**src/hdl/sst_pkg.sv**
```systemverilog
`timescale 1ns / 1ps

package sst_pkg;

	localparam int KIND_W   = 2;
	localparam int LEN_W    = 4;
	localparam int TYPE_W   = 4;
	localparam int DEPTH_W  = 8;
	localparam int STATUS_W = 2;

	localparam logic [KIND_W-1:0] KIND_DEFINE = 2'd0;
	localparam logic [KIND_W-1:0] KIND_LOOKUP = 2'd1;
	localparam logic [KIND_W-1:0] KIND_ENTER  = 2'd2;
	localparam logic [KIND_W-1:0] KIND_EXIT   = 2'd3;

	localparam logic [STATUS_W-1:0] STATUS_OK        = 2'd0;
	localparam logic [STATUS_W-1:0] STATUS_REDEF     = 2'd1;
	localparam logic [STATUS_W-1:0] STATUS_NOT_FOUND = 2'd2;
	localparam logic [STATUS_W-1:0] STATUS_FULL      = 2'd3;

	localparam logic [DEPTH_W-1:0] SCOPE_MAX = 8'hFF;

	// Broadcast control from the sequencer to every cell of the stack
	typedef struct packed {
		logic               tok_step;  // advance the search token one cell
		logic               push;      // shift entries one cell deeper
		logic               pop;       // shift entries one cell towards the top
		logic               wr_type;   // overwrite the type of the token cell
		logic               lookup;    // search ignores scope depth
		logic [LEN_W-1:0]   q_len;
		logic [TYPE_W-1:0]  q_type;
		logic [DEPTH_W-1:0] q_depth;
	} cell_ctrl_t;

endpackage

```
**src/hdl/sst_cell.sv**
```systemverilog
`timescale 1ns / 1ps

module sst_cell #(
	parameter int KEY_W = 64
) (
	input  logic                          clk,
	input  logic                          arst_n,
	input  sst_pkg::cell_ctrl_t           ctrl,
	input  logic [KEY_W-1:0]              q_key,
	input  logic                          tok_in,
	input  logic [KEY_W-1:0]              up_key,
	input  logic [sst_pkg::LEN_W-1:0]     up_len,
	input  logic [sst_pkg::TYPE_W-1:0]    up_typ,
	input  logic [sst_pkg::DEPTH_W-1:0]   up_depth,
	input  logic [KEY_W-1:0]              dn_key,
	input  logic [sst_pkg::LEN_W-1:0]     dn_len,
	input  logic [sst_pkg::TYPE_W-1:0]    dn_typ,
	input  logic [sst_pkg::DEPTH_W-1:0]   dn_depth,
	output logic                          tok,
	output logic [KEY_W-1:0]              key,
	output logic [sst_pkg::LEN_W-1:0]     len,
	output logic [sst_pkg::TYPE_W-1:0]    typ,
	output logic [sst_pkg::DEPTH_W-1:0]   depth,
	output logic                          hit,
	output logic                          stop,
	output logic [sst_pkg::TYPE_W-1:0]    hit_typ
);
	import sst_pkg::*;

	logic               tok_q;
	logic [KEY_W-1:0]   key_q;
	logic [LEN_W-1:0]   len_q;
	logic [TYPE_W-1:0]  typ_q;
	logic [DEPTH_W-1:0] depth_q;

	always_ff @(posedge clk or negedge arst_n) begin
		if (!arst_n) begin
			tok_q <= 1'b0;
		end else begin
			tok_q <= ctrl.tok_step ? tok_in : 1'b0;
		end
	end

	// Entry payload: shift on push and pop, retype in place on overwrite
	always_ff @(posedge clk) begin
		if (ctrl.push) begin
			key_q   <= up_key;
			len_q   <= up_len;
			typ_q   <= up_typ;
			depth_q <= up_depth;
		end else if (ctrl.pop) begin
			key_q   <= dn_key;
			len_q   <= dn_len;
			typ_q   <= dn_typ;
			depth_q <= dn_depth;
		end else if (ctrl.wr_type && tok_q) begin
			typ_q <= ctrl.q_type;
		end
	end

	assign hit = tok_q && (len_q == ctrl.q_len) && (key_q == q_key)
		&& (ctrl.lookup || (depth_q == ctrl.q_depth));
	assign stop    = tok_q && !ctrl.lookup && (depth_q < ctrl.q_depth);
	assign hit_typ = hit ? typ_q : '0;

	assign tok   = tok_q;
	assign key   = key_q;
	assign len   = len_q;
	assign typ   = typ_q;
	assign depth = depth_q;

endmodule

```
**config.mk**
```make
export PLATFORM = sky130hd
export DESIGN_NAME = sst_cell
export DESIGN_NICKNAME = d
export VERILOG_FILES = /design/src/hdl/sst_pkg.sv /design/src/hdl/sst_cell.sv
export SDC_FILE = /design/constraint.sdc
export NUM_CORES = 1
export LEC_CHECK = 0
export ABC_AREA = 0
export BUFFER_PORTS_ARGS = -buffer_cell sky130_fd_sc_hd__buf_2
export CORE_AREA = 2 2 131 133
export CTS_CLUSTER_DIAMETER = 50
export DETAILED_ROUTE_END_ITERATION = 6
export DIE_AREA = 0 0 133 135
export GPL_TIMING_DRIVEN = 0
export SYNTH_ARGS = -nofsm -noshare
export SYNTH_HDL_FRONTEND = slang
export SYNTH_SLANG_ARGS = --single-unit
```
**constraint.sdc**
```tcl
create_clock -name clk -period 1.5 [get_ports clk]
set_input_delay 0.075 -clock clk [delete_from_list [all_inputs] [get_ports clk]]
set_output_delay 0.075 -clock clk [all_outputs]
set_load 0.005 [all_outputs]
```
==> flow_metrics.tcl <==
set metrics [dict create \
    drc_errors 0 \
    cp-endpoint "hit_typ[1]" \
    path_max_fanout 5 \
    dr_total_vias 4018 \
    synth.top_cell.area_share_pct 53.5 \
    cp-startpoint "key[8]" \
    std_cell_rows 47 \
    grt_pass1_wl_mm 23.8 \
    numPortBuffers 332 \
    antenna_left 0 \
    htree_levels 3 \
    io_pins 335 \
    endpoint_kind "output pin" \
    violations "negative setup slack" \
    routed_wl_mm 16.7 \
    viasPerCell 4.47 \
    start_util_pct 27.3 \
    worstSetupStartpointType "register" \
    rrSetupSlack_ns 0.54 \
    syn_to_final_growth_pct 52.5 \
    yosysWarnings 0 \
    core_sq_um 16400 \
    critical_path_class "reg -> out" \
    seqPwrFrac_pct 44.4 \
    post-route-period-util_pct 157 \
    netlist_instances 323 \
    status "finished, violations left" \
    clk_path_buf_depth 2 \
    ys_types 37 \
    ir_drop_uv 471 \
    final_core_util_pct 41.7 \
    n_fill_cell 1632 \
    grt_setup_unrepaired "yes" \
    tritoncts "done" \
    die_w_microns 133 \
    path_clk_slew_ns 0.07 \
    yosys-top-cells-area "edfxtp_1 54%, mux2_2 19%, xnor2_1 5.9%" \
    track_usage_pct 18.0 \
    power_switching_mw 1.68 \
    p_clk_share_pct 35.3 \
    final_common_cell "buf_2" \
    hold_class "in -> reg" \
    rr_startpoint "tok" \
    max_freq_mhz 424 \
    wl_per_cell_microns 18.6 \
    slew_headroom_pct 28.7 \
    drive_gt1_share_pct 65.2 \
    clk_latency_ns 0.33 \
    mostFrequentLayoutCells "333 x buf_2, 80 x edfxtp_1, 76 x mux2_2" \
    finalHoldViolCount 0 \
    multi_input_area_sq_um 1980 \
    overflow 0 \
    area.sequential_sq_um 2430 \
    final-setup-viol-count 6 \
    die_h_microns 135 \
    synth_top_area_cell "edfxtp_1" \
    power_density_nw_per_um2 974 \
    dp_hpwl_mm 13.4 \
    cp_data_arrival_time_ns 2.28 \
    ys_ff_latch 81 \
    clkSinkCount 81 \
    root_buffer "clkbuf_16" \
    drt_pre_antenna_iters 4 \
    leakage_nw 3.16 \
    yosysSeqAreaShare_pct 54.1 \
    grt_antenna_before_repair 2 \
    layout_min_cycle_time_ns 2.36 \
    syn_avg_cell_area_sq_um 13.9 \
    grt_pass1_vias 4334 \
    clock-skew-final_ns 0.00166 \
    max-cap-violations 0 \
    grt_max_degree 40 \
    routabilityCongestion 0.880 \
    finalWorstSetupSlack_ns -0.858 \
    netlist_area_sq_um 4490 \
    reg2reg_depth 1 \
    slew_viol_final 0 \
    pre_cts_slack_ns -0.608 \
    cts_buffers 9 \
    synth_nets 579 \
    internal-power_mw 4.98 \
    drt_iter0_drc 96 \
    place_area_sq_um 6430 \
    comb_power_share_pct 20.3 \
    r2r-end "typ[2]" \
    tightest_slew_ns 1.07 \
    switching_share_pct 25.2 \
    design_area_sq_um 6840 \
    die_area_sq_um 18000 \
    required_ns 1.42 \
    fin_nets 930 \
]
per-stage QoR:
stage	hold slack, ns	total power [mW]	TNS (ns)	instances
2_1_floorplan	-0.221	3.55	-0.864	323
3_3_place_gp	-0.136	4.30	-29.54	875
3_5_place_dp	-0.132	4.34	-30.75	875
4_1_cts	0.0132	6.74	-5.05	895
5_1_grt	0.0231	6.96	-5.53	899
6_report	0.0303	6.66	-4.54	899
how the worst min path moves through the flow:
stage,startpoint,end,slack (ns),depth (start not counted)
global route,dn_key[56],key[56],0.02,2
CTS,dn_key[11],key[11],0.01,2
detailed placement,arst_n,tok,-0.13,1
finish,dn_key[20],key[20],0.03,2
floorplan,arst_n,tok,-0.22,0
global placement,arst_n,tok,-0.14,1
kinds of logic after synthesis:
family	count (synthesis)	synth area share, %
AO/OA/AOI/OAI	24	3.79
XOR/XNOR	54	10.5
adder cells (fa/ha/maj)	8	2.23
flip-flops	81	54.1
multiplexers	80	20.0
buffers and inverters	32	2.68
AND/OR/NAND/NOR	44	6.69
Yosys cell counts:
cell type,number
a21o_1,1
a21oi_1,2
a221oi_1,3
a22oi_1,2
and2_1,1
and3_1,2
and4_1,5
buf_1,6
clkbuf_1,4
dfrtp_1,1
edfxtp_1,80
ha_1,8
inv_1,21
inv_2,1
mux2_2,76
mux2i_1,4
nand2_1,5
nand2b_1,4
nand2b_2,1
nand4_1,9
nand4_2,1
nor2_1,3
nor2b_1,2
nor3_1,1
nor4_1,6
nor4_4,1
o2111a_1,1
o2111ai_1,1
o211ai_1,1
o21ai_0,7
o221ai_2,1
o22ai_1,4
o2bb2ai_1,1
or2_2,1
or4_4,2
xnor2_1,30
xor2_1,24
power groups by stage:
stage | Combinational (mW) | Sequential [mW] | Clock, mW
CTS | 1.37 | 2.96 | 2.42
global route | 1.48 | 2.99 | 2.49
finish | 1.35 | 2.96 | 2.35
global placement | 1.30 | 3.00 | 0
detailed placement | 1.33 | 3.01 | 0
floorplan | 0.544 | 3.01 | 0
registers in the layout, summed over array words and instances (netlist names):
register / flops
typ: 4
depth: 8
tok: 1
len: 4
key: 64
final cells by class:
cell class	count	share of cell area, %
clock inverters	6	1.23
well taps	220	4.02
diodes	1	0.0366
clock buffers	9	3.29
multi-input cells	211	29.0
repair buffers	339	25.2
flip-flops and latches	81	35.5
inverters	22	1.21
plain buffers	10	0.604
critical path: stages (launching register included):
cell	delay, ns
edfxtp_1	0.42
xnor2_1	0.16
nand4_1	0.16
or4_4	0.47
nor4_4	0.27
buf_4	0.17
and4_1	0.18
buf_2	0.11
repair_timing:
action / CTS / global route
setup endpoints to repair: 10 / 12
gates cloned: 1 / 0
pin swaps: 3 / 7
hold buffers: 3 / 0
gates resized for setup: 3 / 5
setup buffers: 1 / 3
hold endpoints to repair: 2 / 0
routing by layer:
layer / up-vias / wire length (microns) / share of wire (%) / track usage (%)
met3: 35 / 1080 / 6.5 / 4.32
met1: 1854 / 6570 / 39 / 20.1
met4: 2 / 500 / 3.0 / 8.84
met2: 207 / 8540 / 51 / 32.1
li1: 1920 / - / - / -
met5: - / 16 / 0.096 / 0
(Power assumes the default switching activity.)
